<file path="src/hw/rtl/xs128rg_pkg.sv">
package xs128rg_pkg;

    // Width of one generator word and of the range bounds.
    localparam int WORD_W = 32;

    // Width of a drawn value before reduction.
    localparam int VALUE_W = 31;

    // Canonical seeds of the four state words.
    localparam logic [WORD_W-1:0] SEED_A = 32'h075B_CD15;
    localparam logic [WORD_W-1:0] SEED_B = 32'h159A_55E5;
    localparam logic [WORD_W-1:0] SEED_C = 32'h1F12_3BB5;
    localparam logic [WORD_W-1:0] SEED_D = 32'h0549_1333;

    // Shift amounts of the generator step.
    localparam int SHIFT_1 = 11;
    localparam int SHIFT_2 = 8;
    localparam int SHIFT_3 = 19;

    // Request commands.
    typedef enum logic {
        CMD_DRAW   = 1'b0,
        CMD_RESEED = 1'b1
    } t_cmd;

    // Sequencer states, one-hot.
    typedef enum logic [5:0] {
        S_IDLE = 6'b000001,
        S_ADV  = 6'b000010,
        S_SPAN = 6'b000100,
        S_MAG  = 6'b001000,
        S_DIV  = 6'b010000,
        S_FIN  = 6'b100000
    } t_state;

    // One restoring division step per bit of the drawn value.
    localparam int DIV_STEPS = VALUE_W;
    localparam int CNT_W     = $clog2(DIV_STEPS);

    // One generator step: returns the new fourth word.
    function automatic logic [WORD_W-1:0] xs_next(input logic [WORD_W-1:0] a,
                                                  input logic [WORD_W-1:0] d);
        logic [WORD_W-1:0] t;
        t = a ^ (a << SHIFT_1);
        return t ^ (t >> SHIFT_2) ^ d ^ (d >> SHIFT_3);
    endfunction

endpackage

</file>
<file path="src/hw/rtl/xs128rg_ifs.sv">
// Request channel: a draw or a reseed.
interface xs128rg_req_if;
    import xs128rg_pkg::*;

    logic                     valid;
    logic                     ready;
    logic                     command;
    logic [WORD_W-1:0]        seed_value;
    logic signed [WORD_W-1:0] range_min;
    logic signed [WORD_W-1:0] range_max;

    modport source (output valid, command, seed_value, range_min, range_max,
                    input ready);
    modport sink   (input valid, command, seed_value, range_min, range_max,
                    output ready);
endinterface

// Result channel: one drawn number per draw request.
interface xs128rg_rsp_if;
    import xs128rg_pkg::*;

    logic                     valid;
    logic                     ready;
    logic signed [WORD_W-1:0] random_value;

    modport source (output valid, random_value, input ready);
    modport sink   (input valid, random_value, output ready);
endinterface

</file>
<file path="src/hw/rtl/xorshift128_range_generator.sv">
// A draw request runs through the states ADV, SPAN and MAG, the 31 steps of the
// restoring divider on the shared adder, and FIN, where the result is loaded.
// No new request is taken until a draw has finished; a reseed gives no result.
// A finished result waits in an output register while the next request runs.
// Reset (synchronous, active low) loads the canonical seeds and empties the
// output register.
module xorshift128_range_generator (
    input  logic              i_clk,
    input  logic              i_rst_n,
    xs128rg_req_if.sink       i_req,
    xs128rg_rsp_if.source     o_rsp
);
    import xs128rg_pkg::*;

    t_state                   r_state, n_state;
    logic [WORD_W-1:0]        r_word_a, r_word_b, r_word_c, r_word_d;
    logic signed [WORD_W-1:0] r_lo, r_hi;
    logic [WORD_W-1:0]        r_acc;
    logic [WORD_W-1:0]        r_mag;
    logic [VALUE_W-1:0]       r_dvd;
    logic [WORD_W-1:0]        r_rem;
    logic [CNT_W-1:0]         r_cnt;
    logic                     r_out_valid;
    logic signed [WORD_W-1:0] r_out;

    logic                     req_acc;
    logic                     out_load;
    logic [WORD_W-1:0]        new_d;
    logic [WORD_W-1:0]        shifted;
    logic [WORD_W:0]          u_a, u_b, u_sum;
    logic                     u_cin;

    // Requests are taken only while the sequencer is idle.
    assign i_req.ready = (r_state == S_IDLE);
    assign req_acc     = i_req.valid && i_req.ready;

    // The result is loaded once the output register is free or being emptied.
    assign out_load = (r_state == S_FIN) && (!r_out_valid || o_rsp.ready);

    assign o_rsp.valid        = r_out_valid;
    assign o_rsp.random_value = r_out;

    // Generator step and the partial remainder shifted by one dividend bit.
    assign new_d   = xs_next(r_word_a, r_word_d);
    assign shifted = {r_rem[WORD_W-2:0], r_dvd[VALUE_W-1]};

    // Operand selection of the shared 33-bit adder.
    always_comb begin
        u_a   = '0;
        u_b   = '0;
        u_cin = 1'b0;
        unique case (r_state)
            S_IDLE: begin
                u_a   = '0;
            end
            S_ADV: begin
                // Difference of the bounds.
                u_a   = {1'b0, r_hi};
                u_b   = {1'b0, ~r_lo};
                u_cin = 1'b1;
            end
            S_SPAN: begin
                // Span is the difference plus one, wrapped to 32 bits.
                u_a   = {1'b0, r_acc};
                u_cin = 1'b1;
            end
            S_MAG: begin
                // Magnitude of the span read as a signed number.
                u_a   = {1'b0, (r_acc[WORD_W-1] ? ~r_acc : r_acc)};
                u_cin = r_acc[WORD_W-1];
            end
            S_DIV: begin
                // Trial subtraction; the carry out means no borrow.
                u_a   = {1'b0, shifted};
                u_b   = {1'b0, ~r_mag};
                u_cin = 1'b1;
            end
            S_FIN: begin
                // Remainder plus the lower bound, wrapped to 32 bits.
                u_a   = {1'b0, r_rem};
                u_b   = {1'b0, r_lo};
            end
            default: begin
                u_a   = '0;
            end
        endcase
    end

    assign u_sum = u_a + u_b + {{WORD_W{1'b0}}, u_cin};

    // Next state of the sequencer.
    always_comb begin
        n_state = r_state;
        unique case (r_state)
            S_IDLE: begin
                if (req_acc && (t_cmd'(i_req.command) == CMD_DRAW)) begin
                    n_state = S_ADV;
                end
            end
            S_ADV:  n_state = S_SPAN;
            S_SPAN: n_state = S_MAG;
            S_MAG:  n_state = S_DIV;
            S_DIV: begin
                if (r_cnt == '0) begin
                    n_state = S_FIN;
                end
            end
            S_FIN: begin
                if (out_load) begin
                    n_state = S_IDLE;
                end
            end
            default: n_state = S_IDLE;
        endcase
    end

    // Control state, generator words and the output flag.
    always_ff @(posedge i_clk) begin
        if (!i_rst_n) begin
            r_state     <= S_IDLE;
            r_word_a    <= SEED_A;
            r_word_b    <= SEED_B;
            r_word_c    <= SEED_C;
            r_word_d    <= SEED_D;
            r_out_valid <= 1'b0;
        end else begin
            r_state <= n_state;
            if (req_acc && (t_cmd'(i_req.command) == CMD_RESEED)) begin
                r_word_a <= SEED_A;
                r_word_b <= SEED_B;
                r_word_c <= SEED_C;
                r_word_d <= i_req.seed_value;
            end else if (r_state == S_ADV) begin
                r_word_a <= r_word_b;
                r_word_b <= r_word_c;
                r_word_c <= r_word_d;
                r_word_d <= new_d;
            end
            if (out_load) begin
                r_out_valid <= 1'b1;
            end else if (o_rsp.ready) begin
                r_out_valid <= 1'b0;
            end
        end
    end

    // Datapath registers; these need no reset.
    always_ff @(posedge i_clk) begin
        if (req_acc) begin
            r_lo <= i_req.range_min;
            r_hi <= i_req.range_max;
        end
        unique case (r_state)
            S_IDLE: begin
                r_cnt <= r_cnt;
            end
            S_ADV: begin
                r_acc <= u_sum[WORD_W-1:0];
                r_dvd <= new_d[VALUE_W-1:0];
            end
            S_SPAN: begin
                r_acc <= u_sum[WORD_W-1:0];
            end
            S_MAG: begin
                r_mag <= u_sum[WORD_W-1:0];
                r_rem <= '0;
                r_cnt <= CNT_W'(DIV_STEPS - 1);
            end
            S_DIV: begin
                // A zero magnitude always subtracts nothing, so the value
                // passes through unreduced.
                r_rem <= u_sum[WORD_W] ? u_sum[WORD_W-1:0] : shifted;
                r_dvd <= {r_dvd[VALUE_W-2:0], 1'b0};
                r_cnt <= r_cnt - 1'b1;
            end
            S_FIN: begin
                if (out_load) begin
                    r_out <= u_sum[WORD_W-1:0];
                end
            end
            default: begin
                r_cnt <= r_cnt;
            end
        endcase
    end

`ifndef SYNTHESIS
    // The partial remainder stays below a non-zero magnitude.
    a_rem_below_mag: assert property (@(posedge i_clk) disable iff (!i_rst_n)
        (r_state == S_DIV && r_mag != '0) |-> (r_rem < r_mag))
        else $error("partial remainder not below the magnitude");

    // The remainder never reaches the top bit while dividing.
    a_rem_top_clear: assert property (@(posedge i_clk) disable iff (!i_rst_n)
        (r_state == S_DIV) |-> !r_rem[WORD_W-1])
        else $error("partial remainder overflow");

    // The divider always starts with a full count of steps.
    a_div_start: assert property (@(posedge i_clk) disable iff (!i_rst_n)
        (r_state == S_MAG) |=> (r_state == S_DIV && r_cnt == CNT_W'(DIV_STEPS - 1)))
        else $error("divider started with a wrong count");

    // A finished draw is presented on the result channel.
    a_fin_out: assert property (@(posedge i_clk) disable iff (!i_rst_n)
        out_load |=> (r_out_valid && r_state == S_IDLE))
        else $error("finished draw not presented");

    // A reseed request restores the canonical first word.
    a_reseed: assert property (@(posedge i_clk) disable iff (!i_rst_n)
        (req_acc && i_req.command) |=> (r_word_a == SEED_A && r_state == S_IDLE))
        else $error("reseed did not reload the first word");
`endif

endmodule

</file>
<file path="src/flat_wrapper.sv">
// flat-port wrapper written by rule: the top's interface ports become plain ports
module xorshift128_range_generator_flat import xs128rg_pkg::*;
  (i_clk, i_rst_n, i_req_valid, i_req_command, i_req_seed_value, i_req_range_min, i_req_range_max, i_req_ready, o_rsp_valid, o_rsp_random_value, o_rsp_ready);
  xs128rg_req_if i_req_i ();
  xs128rg_rsp_if o_rsp_i ();
  input  logic i_clk;
  input  logic i_rst_n;
  input wire logic [$bits(i_req_i.valid)-1:0] i_req_valid;
  input wire logic [$bits(i_req_i.command)-1:0] i_req_command;
  input wire logic [$bits(i_req_i.seed_value)-1:0] i_req_seed_value;
  input wire logic [$bits(i_req_i.range_min)-1:0] i_req_range_min;
  input wire logic [$bits(i_req_i.range_max)-1:0] i_req_range_max;
  output wire logic [$bits(i_req_i.ready)-1:0] i_req_ready;
  output wire logic [$bits(o_rsp_i.valid)-1:0] o_rsp_valid;
  output wire logic [$bits(o_rsp_i.random_value)-1:0] o_rsp_random_value;
  input wire logic [$bits(o_rsp_i.ready)-1:0] o_rsp_ready;
  assign i_req_i.valid = i_req_valid;
  assign i_req_i.command = i_req_command;
  assign i_req_i.seed_value = i_req_seed_value;
  assign i_req_i.range_min = i_req_range_min;
  assign i_req_i.range_max = i_req_range_max;
  assign i_req_ready = i_req_i.ready;
  assign o_rsp_valid = o_rsp_i.valid;
  assign o_rsp_random_value = o_rsp_i.random_value;
  assign o_rsp_i.ready = o_rsp_ready;
  xorshift128_range_generator u_core (.i_clk(i_clk), .i_rst_n(i_rst_n), .i_req(i_req_i), .o_rsp(o_rsp_i));
endmodule
</file>
<file path="config.mk">
export PLATFORM = sky130hd
export DESIGN_NAME = xorshift128_range_generator_flat
export DESIGN_NICKNAME = d
export VERILOG_FILES = /design/src/hw/rtl/xs128rg_pkg.sv /design/src/hw/rtl/xs128rg_ifs.sv /design/src/hw/rtl/xorshift128_range_generator.sv /design/src/flat_wrapper.sv
export SDC_FILE = /design/constraint.sdc
export NUM_CORES = 1
export LEC_CHECK = 0
export ABC_AREA = 1
export BUFFER_PORTS_ARGS = -buffer_cell sky130_fd_sc_hd__buf_2
export CORE_MARGIN = 2
export CORE_UTILIZATION = 45
export DETAILED_ROUTE_END_ITERATION = 10
export GPL_TIMING_DRIVEN = 0
export HOLD_SLACK_MARGIN = 0.03
export PLACE_DENSITY = 0.73
export SYNTH_ARGS = -nofsm -noshare
export SYNTH_HDL_FRONTEND = slang
export SYNTH_SLANG_ARGS = --single-unit
</file>
<file path="constraint.sdc">
create_clock -name i_clk -period 10.3 [get_ports i_clk]
set_input_delay 0.515 -clock i_clk [delete_from_list [all_inputs] [get_ports i_clk]]
set_output_delay 0.515 -clock i_clk [all_outputs]
set_load 0.01 [all_outputs]
</file>
**Word-level counts from Yosys, hierarchy flattened**

Cells that the tools add are included.
Widths: inputs -> output; s select.

- Flip-flop bits (word level): 363
- Logic and storage cells: 67
- Input bits: 101
- Output and inout bits: 34

- Bitwise operators: 9
- Eq/ne operators: 9
- Mux-type cells: 16
- Reductions and logical operators: 16
- $add $sub $neg: 3

Operator list:

| operator | number |
|---|---|
| $pmux 32 s5 | 1 |
| $mux 32 | 4 |
| $not 32->32 | 3 |
| $pmux 32 s3 | 1 |
| $pmux 32 s2 | 1 |
| $xor 32x32->32 | 2 |
| $pmux 31 s2 | 1 |
| $pmux 6 s6 | 1 |
| $add 32x32->33 | 1 |
| $add 33x1->33 | 1 |
| $xor 32x13->32 | 1 |
| $xor 32x24->32 | 1 |
| $mux 6 | 3 |
| $pmux 5 s2 | 1 |
| $reduce_bool 2->1 | 4 |
| $eq 6x1->1 const B | 1 |
| $eq 6x2->1 const B | 1 |
| $eq 6x3->1 const B | 1 |
| $eq 6x4->1 const B | 1 |
| $eq 6x5->1 const B | 1 |
| $eq 6x6->1 const B | 1 |
| $logic_not 5->1 | 1 |
| $sub 5x1->5 const B | 1 |
| $logic_and 1x1->1 | 4 |
| 11 further kinds | 15 |

**Longest topological paths before layout**

- Depth in word-level cells: 7
- Depth in mapped cells: 23
- Mapped depth without buffers: 22

**Worst setup path before layout**

OpenSTA, ideal clock, no wires.

- Path kind: register to register
- From: reg u_core.r_state[5]
- To: reg u_core.r_rem[0], data pin
- Slack: 6.893 ns
- Cell stages (with the launch flop): 19
- Arrival time: 3.151 ns
- Clock period less this slack: 3.407 ns
- Library setup time: 0.255 ns
- Cells stage by stage: dfxtp_1 -> nor2_2 -> nand4_1 -> clkbuf_1 -> clkbuf_1 -> nand4_1 -> fa_1 -> fa_1 -> nand3_1 -> nand3_1 -> nand2_1 -> nand2_2 -> nand2_1 -> nand2_1 -> nand2_4 -> nand2_8 -> buf_6 -> o21ai_0 -> nor2_1

- Cells in the longest elaborated chain, start to end: 6

Ends and longest elaborated chain:

| item | line | text |
|---|---|---|
| from (decl) | xorshift128_range_generator.sv:15 | `t_state r_state, n_state;` |
| from (signal assigned) | xorshift128_range_generator.sv:127 | `r_state <= n_state;` |
| $eq 6x6->1, or another cell as far along | xorshift128_range_generator.sv:52 | `unique case (r_state)` |
| $pmux 32 s5, or another cell as far along | xorshift128_range_generator.sv:52 |  |
| $add 32x32->33 / $pmux 1 s2 (equally long branches) | xorshift128_range_generator.sv:89, xorshift128_range_generator.sv:52 |  |
| $add 33x1->33 | xorshift128_range_generator.sv:89 | `assign u_sum = u_a + u_b + {{WORD_W{1'b0}}, u_cin};` |
| $mux 32 | xorshift128_range_generator.sv:172 | `r_rem <= u_sum[WORD_W] ? u_sum[WORD_W-1:0] : shifted;` |
| $pmux 32 s2 (*) | xorshift128_range_generator.sv:153 | `unique case (r_state)` |
| to (signal assigned) | xorshift128_range_generator.sv:172 |  |
| to (decl) | xorshift128_range_generator.sv:21 | `logic [WORD_W-1:0] r_rem;` |

Mark *: on every way between the ends. The rest lies on a longest branch, timed or not.
A chain may end at the register's enable or synchronous reset.

**Final worst setup path**

- From: reg u_core.r_state[5]
- To: reg u_core.r_rem[6], data pin

Same word-level chain as after synthesis.

==> reports/qor_table.md <==
| Quantity | Value |
| --- | --- |
| Initial standard-cell utilization of the core | 45.6% |
| Slew Viols, Final | 0 |
| Count of buffers added by post-CTS timing repair for setup | 0 |
| Syn Area/Cell | 8.60 µm² |
| Unrepaired setup endpoints after global routing | no |
| All-layer global routing usage | 25.6% |
| Antenna viol nets, final | 0 |
| I/O pin total | 135 |
| # H-tree levels | 2 |
| Detailed placement HPWL | 39300 µm |
| CTS sink count | 363 |
| Detailed-route wire length | 52700 µm |
| Peak ir drop on the vdd network | 0.127 mV |
| Count of unique library cells instantiated by Yosys | 42 |
| Asr flop ratio synth | 0% |
| Total setup violations reported at the end of the flow | 0 |
| Post-synth top flop | sky130_fd_sc_hd__edfxtp_1 |
| Count of final hold-check violations | 0 |
| Die Wd | 202 µm |
| Hold Crit Start | i_req_range_min[8] |
| Crit-path most repeated cell | sky130_fd_sc_hd__nand2_1 |
| Total Negative Setup Slacks | 0 ns |
| Top fanout value on the critical path | 10 |
| Synth Area in XOR/XNOR | 5.22% |
| Clock network latency to the later pin of the worst-skew pair | 0.56 ns |
| Most frequent cell after synthesis | sky130_fd_sc_hd__nand2_1 |
| Weighted congestion at the end of routability-driven global placement | 0.991 |
| Die Y | 202 µm |
| Maximum number of pins on one net before global-route repair | 37 |
| Post-synthesis mux area share | 0% |
| DP Worst Slack | 5.76 ns |
| DIE AREA | 0.0407 mm² |
| Post-synth design cell area | 0.0176 mm² |
| Setup Skew | 0.0272 ns |
| Share of the yosys chip area belonging to registers | 54.2% |
| Number of instances resized during post-cts repair | 0 |
| Post-Synthesis Cells | 2049 |
| Number of global-route vias before repair | 14303 |
| Depth of the worst register-to-register path | 18 |
| Initial antenna violation count | 0 |
| Compound-cell area share of the yosys netlist | 7.37% |
| Area share of fa/ha/maj cells after synthesis | 2.50% |
| Buffers from clock root to sink, at most | 3 |
| Library cell occupying the most area in the post-synthesis netlist | sky130_fd_sc_hd__edfxtp_1 |
| Internal reg-to-reg setup slack | 5.66 ns |
| Final worst-path cycle share | 45.1% |
| Critical Path Source Type | flip-flop |
| Nets | 2365 |
| Wire length of the first global-routing pass | 80200 µm |
| Core area | 0.0386 mm² |
| Flops & latches, synth | 363 |
| Clock edge transition at the registers on the reported setup and hold paths | 0.06 ns |
| Simple-gate portion of the synthesized area | 24.0% |
| Number of gates on the worst path with buffers counted | 18 |
| Kind of cell adding the most delay to the critical path | simple AND/OR/NAND/NOR gates |
| Cell chain of the critical path | nor2_2 -> nand4_1 -> clkbuf_1 -> clkbuf_1 -> nand4_1 -> fa_1 -> fa_1 -> nand3_1 -> nand3_1 -> nand2_1 -> nand2_2 -> nand2_1 -> nand2_1 -> nand2_4 -> nand2_8 -> buf_6 -> o21ai_0 -> nor2_1 |
| Final worst setup slack | 5.66 ns |
| Residual DRC | 0 |
| Capturing element type of the critical path | flip-flop |
| Starting DRC count in detailed routing | 1388 |
| Peak clock frequency supported by timing | 215 MHz |
| Yosys warning count | 0 |
| Endpoint arrival time on the critical path | 4.95 ns |
| Per-cell routed wire length | 19.0 µm |
| Standby leakage power | 8.93 nW |
| Measured slew at the worst slew-check pin | 1.27 ns |
| Power density normalized to cell area | 180 mW/mm² |
| Share of cells above drive strength 1 | 11.6% |
| Vias per inst | 5.28 |
| Required time worst endpoint | 10.61 ns |
| CP endpoint | u_core.r_rem[6]$_SDFFCE_PP0P_ |
| Synthesized netlist net count | 2184 |
| Type of the worst setup path | flip-flop to flip-flop |
| Vias after detailed routing | 14660 |
| Critical path startpoint | u_core.r_state[5]$_SDFFE_PN0P_ |
| Number of enable-type register cells in the synthesized netlist | 228 |
| Area growth from synthesis to layout | 16.0% |
| Maxcap violations | 0 |
| Inserted Clock Buffers | 40 |
| Main combinational cell family by area after synthesis | simple AND/OR/NAND/NOR gates |
| Worst reg2reg endpoint | u_core.r_rem[6]$_SDFFCE_PP0P_ |
| Max stage delay cell, worst path | sky130_fd_sc_hd__clkbuf_1 |
| CTS tree | yes |
| PortBufs | 134 |
| Area share of the largest cell type after synthesis | 38.9% |
| Most numerous cell types in the synthesized netlist | sky130_fd_sc_hd__nand2_1 (761), sky130_fd_sc_hd__edfxtp_1 (228), sky130_fd_sc_hd__inv_1 (200) |
| Reg2reg start | u_core.r_state[5]$_SDFFE_PN0P_ |
| Ant. Diodes | 0 |
| Cells taking the most area after synthesis | sky130_fd_sc_hd__edfxtp_1 (39%), sky130_fd_sc_hd__nand2_1 (16%), sky130_fd_sc_hd__dfxtp_1 (15%) |
| Path type of the worst min-delay path | input pin to flip-flop |
| Number of hold buffers added after cts | 0 |
| Number of iterations in the first detailed-routing pass | 7 |
| Crit path largest cell delay | 0.56 ns |
| Final critical delay including setup and external delays | 4.64 ns |
| CTS root buffer | sky130_fd_sc_hd__clkbuf_16 |
| Outcome | finished clean |
| Buffers & Inverters on Critical Path | 3 |
| FP Rows | 72 |
| Headroom to the max-slew limit | 15.1% |
| Residual overflow from global routing | 0 |
[per-stage QoR]
| stage | std cells | hold WS (ns) | util (%) | power (mW) | instance area, µm² |
|---|---|---|---|---|---|
| 5_1_grt | 2778 | 0.119 | 52.9 | 3.80 | 20400 |
| 6_report | 2778 | 0.129 | 52.9 | 3.68 | 20400 |
| 3_3_place_gp | 2701 | 0.449 | 49.0 | 2.18 | 18900 |
| 2_1_floorplan | 2049 | 0.440 | - | 2.02 | 17600 |
| 3_5_place_dp | 2706 | 0.457 | 49.3 | 2.20 | 19100 |
| 4_1_cts | 2778 | 0.111 | 52.9 | 3.69 | 20400 |
[power by group]
part           switching, mW  internal (mW)
Clock                  0.600          0.896
Sequential            0.0647           1.66
Combinational          0.307          0.144
Total                  0.972           2.70
[cell families (layout without fill, tap and decap cells)]
kind of cell,after synthesis,in the layout
buffers and inverters,294,505
XOR/XNOR,105,105
AO/OA/AOI/OAI,209,209
adder cells (fa/ha/maj),34,34
flip-flops,363,363
AND/OR/NAND/NOR,1044,1044
[final cells by class]
class                           count  area [µm²]
Clock inverter                     27         310
Buffer                             86         399
Sequential cell                   363        9550
Fill cell                        3523       18200
Timing Repair Buffer              139         778
Tap cell                          518         648
Clock buffer                       45        1060
Inverter                          208         781
Multi-Input combinational cell   1392        6910
[per-layer routing]
layer	global-route usage, %	routed length [µm]	vias to the layer above
li1	-	-	7077
met1	32.9	21800	6869
met2	42.8	24800	589
met3	3.53	3630	125
met4	12.2	2460	0
met5	0	0	-
[flip-flops by register name (all words and copies together) (netlist names), 31 cells and up]
| register | flops |
|---|---|
| u_core.o_rsp.random_value | 32 |
| u_core.r_acc | 32 |
| u_core.r_hi | 32 |
| u_core.r_lo | 32 |
| u_core.r_mag | 32 |
| u_core.r_rem | 32 |
| u_core.r_word_a | 32 |
| u_core.r_word_b | 32 |
| u_core.r_word_c | 32 |
| u_core.r_word_d | 32 |
| u_core.r_dvd | 31 |
[worst min path at each step]
stage                                       end  slack (ns)  depth (start not counted)
2_1_floorplan  u_core.r_word_b[31]$_SDFFE_PP0N_        0.44                          2
3_3_place_gp   u_core.r_word_b[31]$_SDFFE_PP0N_        0.45                          2
3_5_place_dp   u_core.r_word_c[10]$_SDFFE_PP0N_        0.46                          2
4_1_cts               u_core.r_lo[18]$_DFFE_PP_        0.11                          1
5_1_grt                u_core.r_lo[8]$_DFFE_PP_        0.12                          1
6_report               u_core.r_lo[8]$_DFFE_PP_        0.13                          1
[worst reg2reg max path: cells and delay by family (launching register included)]
kind | cells | cell delay, ns
DFF | 1 | 0.37
buffers and inverters | 3 | 1.25
adders and majority gates | 2 | 0.96
AOI/OAI and AO/OA | 1 | 0.19
and+or+nand+nor | 12 | 1.62
[cell usage in the layout, fill, tap and decap left out, types with 12 or more instances in the layout]
cell / Yosys / routed
sky130_fd_sc_hd__o221ai_1: 32 / 32
sky130_fd_sc_hd__nand2_1: 761 / 759
sky130_fd_sc_hd__nand4_1: 43 / 43
sky130_fd_sc_hd__o21ai_0: 15 / 15
sky130_fd_sc_hd__edfxtp_1: 228 / 228
sky130_fd_sc_hd__nor2_1: 133 / 132
sky130_fd_sc_hd__inv_1: 200 / 199
sky130_fd_sc_hd__clkbuf_16: 0 / 42
sky130_fd_sc_hd__buf_2: 28 / 162
sky130_fd_sc_hd__xor2_1: 58 / 58
sky130_fd_sc_hd__nand3_1: 77 / 77
sky130_fd_sc_hd__clkbuf_1: 48 / 51
sky130_fd_sc_hd__o21ai_1: 12 / 12
sky130_fd_sc_hd__o211ai_1: 23 / 23
sky130_fd_sc_hd__dfxtp_1: 135 / 135
sky130_fd_sc_hd__xnor2_1: 47 / 47
sky130_fd_sc_hd__a21oi_1: 102 / 102
sky130_fd_sc_hd__ha_1: 32 / 32
Note: power is estimated with default switching activity, not from simulation.
